### config.mk
export PLATFORM = sky130hd
export DESIGN_NAME = bpa_ctrl
export DESIGN_NICKNAME = d
export VERILOG_FILES = /design/src/sv/bpa_pkg.sv /design/src/sv/bpa_ctrl.sv
export SDC_FILE = /design/constraint.sdc
export NUM_CORES = 1
export LEC_CHECK = 0
export BUFFER_PORTS_ARGS = -buffer_cell sky130_fd_sc_hd__buf_4
export CAP_MARGIN = 25
export CORE_MARGIN = 3
export CORE_UTILIZATION = 48
export DETAILED_ROUTE_END_ITERATION = 10
export PLACE_DENSITY = 0.86
export SETUP_SLACK_MARGIN = 0.5
export SYNTH_ARGS = -nofsm -noshare
export SYNTH_HDL_FRONTEND = slang
export SYNTH_SLANG_ARGS = --single-unit
### constraint.sdc
create_clock -name clk -period 2.73 [get_ports clk]
set_clock_uncertainty 0.2 [all_clocks]
set_input_delay 0.546 -clock clk [delete_from_list [all_inputs] [get_ports clk]]
set_output_delay 0.546 -clock clk [all_outputs]
set_load 0.01 [all_outputs]
### src/sv/bpa_pkg.sv
// Shared types and codes of the buddy page allocator.
package bpa_pkg;

	localparam int unsigned OW = 4;

	typedef enum logic [1:0] {
		ST_OK      = 2'd0,
		ST_NOSPACE = 2'd1,
		ST_BADFREE = 2'd2
	} status_t;

	localparam logic OP_ALLOC = 1'b0;
	localparam logic OP_FREE  = 1'b1;

	typedef struct packed {
		logic          head;
		logic          busy;
		logic [OW-1:0] ord;
	} ent_t;

	typedef struct packed {
		logic clr_step;
		logic load;
		logic scan_rd;
		logic scan_ev;
		logic split_step;
		logic chk_rd;
		logic chk_ev;
		logic bud_rd;
		logic merge_hi;
		logic merge_lo;
		logic st_nospace;
		logic st_badfree;
		logic push;
	} cmd_t;

	typedef struct packed {
		logic clr_done;
		logic is_free;
		logic want_bad;
		logic scan_stop;
		logic found;
		logic split_done;
		logic pg_bad;
		logic chk_ok;
		logic at_top;
		logic bud_out;
		logic bud_ok;
		logic out_free;
	} sts_t;

endpackage

### src/sv/bpa_ctrl.sv
// Sequencer of the buddy page allocator.
module bpa_ctrl (
	input  logic          clk,
	input  logic          arst_n,
	input  logic          in_valid,
	output logic          in_ready,
	input  bpa_pkg::sts_t sts,
	output bpa_pkg::cmd_t cmd
);

	typedef enum logic [10:0] {
		S_CLEAR   = 11'b00000000001,
		S_IDLE    = 11'b00000000010,
		S_SCAN_RD = 11'b00000000100,
		S_SCAN_EV = 11'b00000001000,
		S_SPLIT   = 11'b00000010000,
		S_FCHK_RD = 11'b00000100000,
		S_FCHK_EV = 11'b00001000000,
		S_MCHK    = 11'b00010000000,
		S_BUD_EV  = 11'b00100000000,
		S_MRG_LO  = 11'b01000000000,
		S_RESP    = 11'b10000000000
	} state_t;

	state_t state_q, state_d;

	always_ff @(posedge clk or negedge arst_n) begin
		if (!arst_n) begin
			state_q <= S_CLEAR;
		end else begin
			state_q <= state_d;
		end
	end

	assign in_ready = (state_q == S_IDLE);

	always_comb begin
		state_d = state_q;
		cmd     = '0;
		unique case (state_q)
			S_CLEAR: begin
				cmd.clr_step = 1'b1;
				if (sts.clr_done) state_d = S_IDLE;
			end
			S_IDLE: begin
				if (in_valid) begin
					cmd.load = 1'b1;
					state_d  = S_FCHK_RD;
					if (sts.is_free == bpa_pkg::OP_ALLOC) state_d = S_SCAN_RD;
				end
			end
			S_SCAN_RD: begin
				if (sts.want_bad) begin
					cmd.st_nospace = 1'b1;
					state_d        = S_RESP;
				end else begin
					cmd.scan_rd = 1'b1;
					state_d     = S_SCAN_EV;
				end
			end
			S_SCAN_EV: begin
				cmd.scan_ev = 1'b1;
				if (sts.scan_stop) begin
					if (sts.found) begin
						state_d = S_SPLIT;
					end else begin
						cmd.st_nospace = 1'b1;
						state_d        = S_RESP;
					end
				end else begin
					state_d = S_SCAN_RD;
				end
			end
			S_SPLIT: begin
				cmd.split_step = 1'b1;
				if (sts.split_done) state_d = S_RESP;
			end
			S_FCHK_RD: begin
				if (sts.pg_bad) begin
					cmd.st_badfree = 1'b1;
					state_d        = S_RESP;
				end else begin
					cmd.chk_rd = 1'b1;
					state_d    = S_FCHK_EV;
				end
			end
			S_FCHK_EV: begin
				cmd.chk_ev = 1'b1;
				if (sts.chk_ok) begin
					state_d = S_MCHK;
				end else begin
					cmd.st_badfree = 1'b1;
					state_d        = S_RESP;
				end
			end
			S_MCHK: begin
				if (sts.at_top || sts.bud_out) begin
					state_d = S_RESP;
				end else begin
					cmd.bud_rd = 1'b1;
					state_d    = S_BUD_EV;
				end
			end
			S_BUD_EV: begin
				cmd.merge_hi = 1'b1;
				state_d      = sts.bud_ok ? S_MRG_LO : S_RESP;
			end
			S_MRG_LO: begin
				cmd.merge_lo = 1'b1;
				state_d      = S_MCHK;
			end
			S_RESP: begin
				if (sts.out_free) begin
					cmd.push = 1'b1;
					state_d  = S_IDLE;
				end
			end
			default: state_d = S_CLEAR;
		endcase
	end

endmodule

==> results.cfg, run 1 <==
[run_status]
outcome = aborted with a tool error
haltStage = global routing (5_1_grt)
firstError = [ERROR DPL-0038] Utilization greater than 100%, impossible to legalize

[synthesis]
synth_area_sq_um = 822.0
yosysTopAreaCell = dfrtp_1
synth_area_leaders = dfrtp_1 (30%), nor4_1 (4.6%), nor3_1 (4.3%), nand4_1 (3.8%), dfstp_2 (3.2%)
synth.most_common_cell = dfrtp_1
syn_avg_cell_area_sq_um = 8.563
ys_seq_area_share_pct = 33.64
synth_seq_cells = 11
synth-async-reset-ratio_pct = 100.0
synth_edf_count = 0
synth_compound_area_share_pct = 12.63
yosysWarningCount = 0
synth_mux_area_share_pct = 0
synth_top_family_by_area = simple AND/OR/NAND/NOR gates
syn_nets = 111
synth_top_area_share_pct = 30.44
synth_cells = 96
yosys.area_share.simple_pct = 45.05
synthXorXnorAreaFrac_pct = 2.131
synthAdderAreaFrac_pct = 0
synth_cell_types = 43
synth_common_cells = dfrtp_1 (10), inv_1 (7), nor3_1 (7)
synth_ff_type = dfrtp_1

[floorplanning]
fp.dieH_microns = 47.39
initial_utilization_pct = 52.73
die_x_microns = 47.39
io_pins = 29
row_count = 14

[cts]
clkSinkCount = 11
htree_levels = 1
cts_max_path_buffers = 2
cts_root_buffer = clkbuf_4
cts_buffers = 3

[placed_design]
placed_area_sq_mm = 0.001051
io_buffers = 28
pre_cts_ws_ps = 294.3
hpwl_microns = 1752
gp_congestion = 0.8405

[sta]
postGrtWorstEndpoint = cmd[6]
worst-ep-kind = output port

[grt]
grt_max_degree = 12
==> repair_timing <==
item,CTS
setup buffers,28
setup endpoints to repair,13
hold endpoints to repair,10
gates resized for setup,40
pin swaps,17
gates cloned,0
hold buffers,1
==> metrics by stage <==
| stage | hold slack [ps] | cells |
|---|---|---|
| detailed placement | 189.4 | 137 |
| CTS | 252.4 | 170 |
| global placement | 188.4 | 137 |
| floorplan | 50.41 | 96 |
==> cells by family after synthesis <==
| family | Yosys count |
|---|---|
| AOI/OAI and AO/OA | 15 |
| DFF | 11 |
| buffers and inverters | 12 |
| and+or+nand+nor | 56 |
| xor gates and xnor gates | 2 |
==> inputs of run 2 (changes only) <==
CORE_AREA = 3 3 64 66   (was unset)
CORE_MARGIN = unset   (was 3)
CORE_UTILIZATION = unset   (was 48)
DIE_AREA = 0 0 67 69   (was unset)
PLACE_DENSITY = unset   (was 0.86)
PLACE_DENSITY_LB_ADDON = 0.15   (was unset)
SETUP_SLACK_MARGIN = unset   (was 0.5)
==> run 2 against run 1 <==
Synthesized cell count did not move. The run now ends clean. Area after synthesis did not move.
==> results.cfg, run 2 <==
[pwr]
power.density_mw_per_mm2 = 588.8
p_leak_uw = 0.0005385
irDropWorstVdd_mv = 0.2121
power_uw = 670.3

[synthesis]
synth_cell_types = 43
syn_nets = 111
synth.most_common_cell = dfrtp_1
synth_area_leaders = dfrtp_1 (30%), nor4_1 (4.6%), nor3_1 (4.3%), nand4_1 (3.8%), dfstp_2 (3.2%)
synth_seq_cells = 11
synth_cells = 96
synth_ff_type = dfrtp_1
syn_avg_cell_area_sq_um = 8.563
synth_top_area_share_pct = 30.44
synth_common_cells = dfrtp_1 (10), inv_1 (7), nor3_1 (7)
ys_seq_area_share_pct = 33.64
synth_area_sq_um = 822.0
yosysTopAreaCell = dfrtp_1
synth_edf_count = 0
yosysWarningCount = 0
synth-async-reset-ratio_pct = 100.0

[grt]
grt_max_degree = 12
grt_pass1_vias = 847
grt_pass1_wl_microns = 3995
antenna_found_initial = 0
grt_use_total_pct = 10.98
gr-total-overflow = 0

[layout]
largest_reg_flops = 11
top_register = state_q
n_fill_cell = 404
instances_no_fill = 175
syn_to_final_growth_pct = 38.51
drive_above_1_share_pct = 33.07
layout_commonest_cell = buf_4
num_antenna_cells = 0
reg_top3 = state_q x11
layout_common_cells = buf_4 (30), dfrtp_1 (10), inv_1 (7), nor3_1 (7), nor4_1 (6)
finalNetCount = 143

[floorplanning]
io_pins = 29
initial_utilization_pct = 22.62
die_area_sq_mm = 0.004623
core_area_sq_mm = 0.003633
row_count = 22
fp.dieH_microns = 69
die_x_microns = 67

[placed_design]
hpwl_microns = 1993
gp_congestion = 0.7822
dp.cells = 170
io_buffers = 28
pre_cts_ws_ps = 400.1

[routing]
viasPerCell = 4.954
ant_nets = 0
drc_errors = 0
num_vias = 867
post_drt_wl_per_cell_microns = 13.89
drtPass1Iterations = 4
drt_iter0_markers = 35
routed_wl_microns = 2430

[sta]
worst_pin_slew_ps = 595.1
slew_headroom_pct = 59.30
finalCritPeriodShare_pct = 94.73
fin_setup_tns_ps = 0
hold_violations = 0
worst_hold_slack_ps = 281.4
maxSlewViolCount = 0
setup_slack_ps = 143.8
grt_setup_unrepaired = false
final-setup-viol-count = 0
max_freq_ghz = 0.3867
fin_crit_ps = 2586

[hold_path]
min_path_type = input pin to register
hold_path_depth = 2

[cts]
path_clk_slew_ps = 50
cts_root_buffer = clkbuf_8
cts_max_path_buffers = 2
cts_tree = done
cts_buffers = 3
clkSinkCount = 11
clk_latency_ps = 240
htree_levels = 1
ctsResizeCount = 0

[setup_path]
worstPathArrival_ps = 1840
crit_chain = nor4_4, nand3_2, or2_1, inv_2, and2_1, buf_4
worst_setup_path_start_kind = register
crit_fanout = 8
crit_path_top_delay_cell = dfrtp_1
path_class = register to output port
worstSetupEndpointType = output port
reg2reg_depth = 5
slowest_delay_ps = 470
required_ps = 1980

[run_status]
outcome = finished, final reports clean

[job]
drv_cap = 0
## run 2: what timing repair did
item | in CTS | in global routing
hold buffers | 1 | 0
endpoints found under the hold margin | 10 | 0
buffers inserted | 0 | 0
## run 2: report_power, final
part | total (uW) | switching (uW) | leakage, uW | internal (uW)
logic | 278 | 147 | 0.000367 | 132
registers | 229 | 39.5 | 0.000148 | 190
clock network | 163 | 60.4 | 0.0000228 | 102
## run 2: area by class of cell
cell class              instances  area (sq um)  area share, %
clock buffers                   4         45.04          3.956
inverters                       8         30.03          2.637
multi-input cells              73         491.7          43.19
flip-flops and latches         11         276.5          24.29
well taps                      48         60.06          5.275
repair buffers                 31         235.2          20.66
## run 2: worst paths after layout
path	from	end	slack (ps)
worst max register to register	state_q[0]	state_q[10]	610
worst min-delay path	sts[3]	state_q[8]	280
worst max-delay path	state_q[4]	cmd[11]	140
worst min register to register	state_q[4]	state_q[6]	440
max in group asynchronous	arst_n	state_q[0]	1610
min in group asynchronous	arst_n	state_q[9]	490
## run 2: worst max-delay path, delay by kind of cell (launching register included)
family / cells / cell delay, ps
simple gates: 4 / 940
buf+inv: 2 / 180
flops: 1 / 470
## run 2: kinds of logic after synthesis
| logic type | synth area share [%] |
|---|---|
| AOI/OAI and AO/OA | 12.64 |
| xor gates and xnor gates | 2.131 |
| buffers and inverters | 6.545 |
| DFF | 33.64 |
| and+or+nand+nor | 45.06 |
## run 2: layer usage
layer  global-route usage, %  share of wire [%]  vias up
met4                   3.378               0.91        0
met5                       0                  0        -
li1                        -                  -      429
met2                   15.83                 43       25
met1                   15.66                 49      409
met3                   3.094                6.9        4
## run 2: stage by stage
step,instance area (sq um),utilization (%)
6_report,1139,31.34
5_1_grt,1139,31.34
4_1_cts,1139,31.34
3_5_place_dp,1084,29.82
3_3_place_gp,1084,29.82
2_1_floorplan,822.0,-
(Power assumes the default switching activity.)
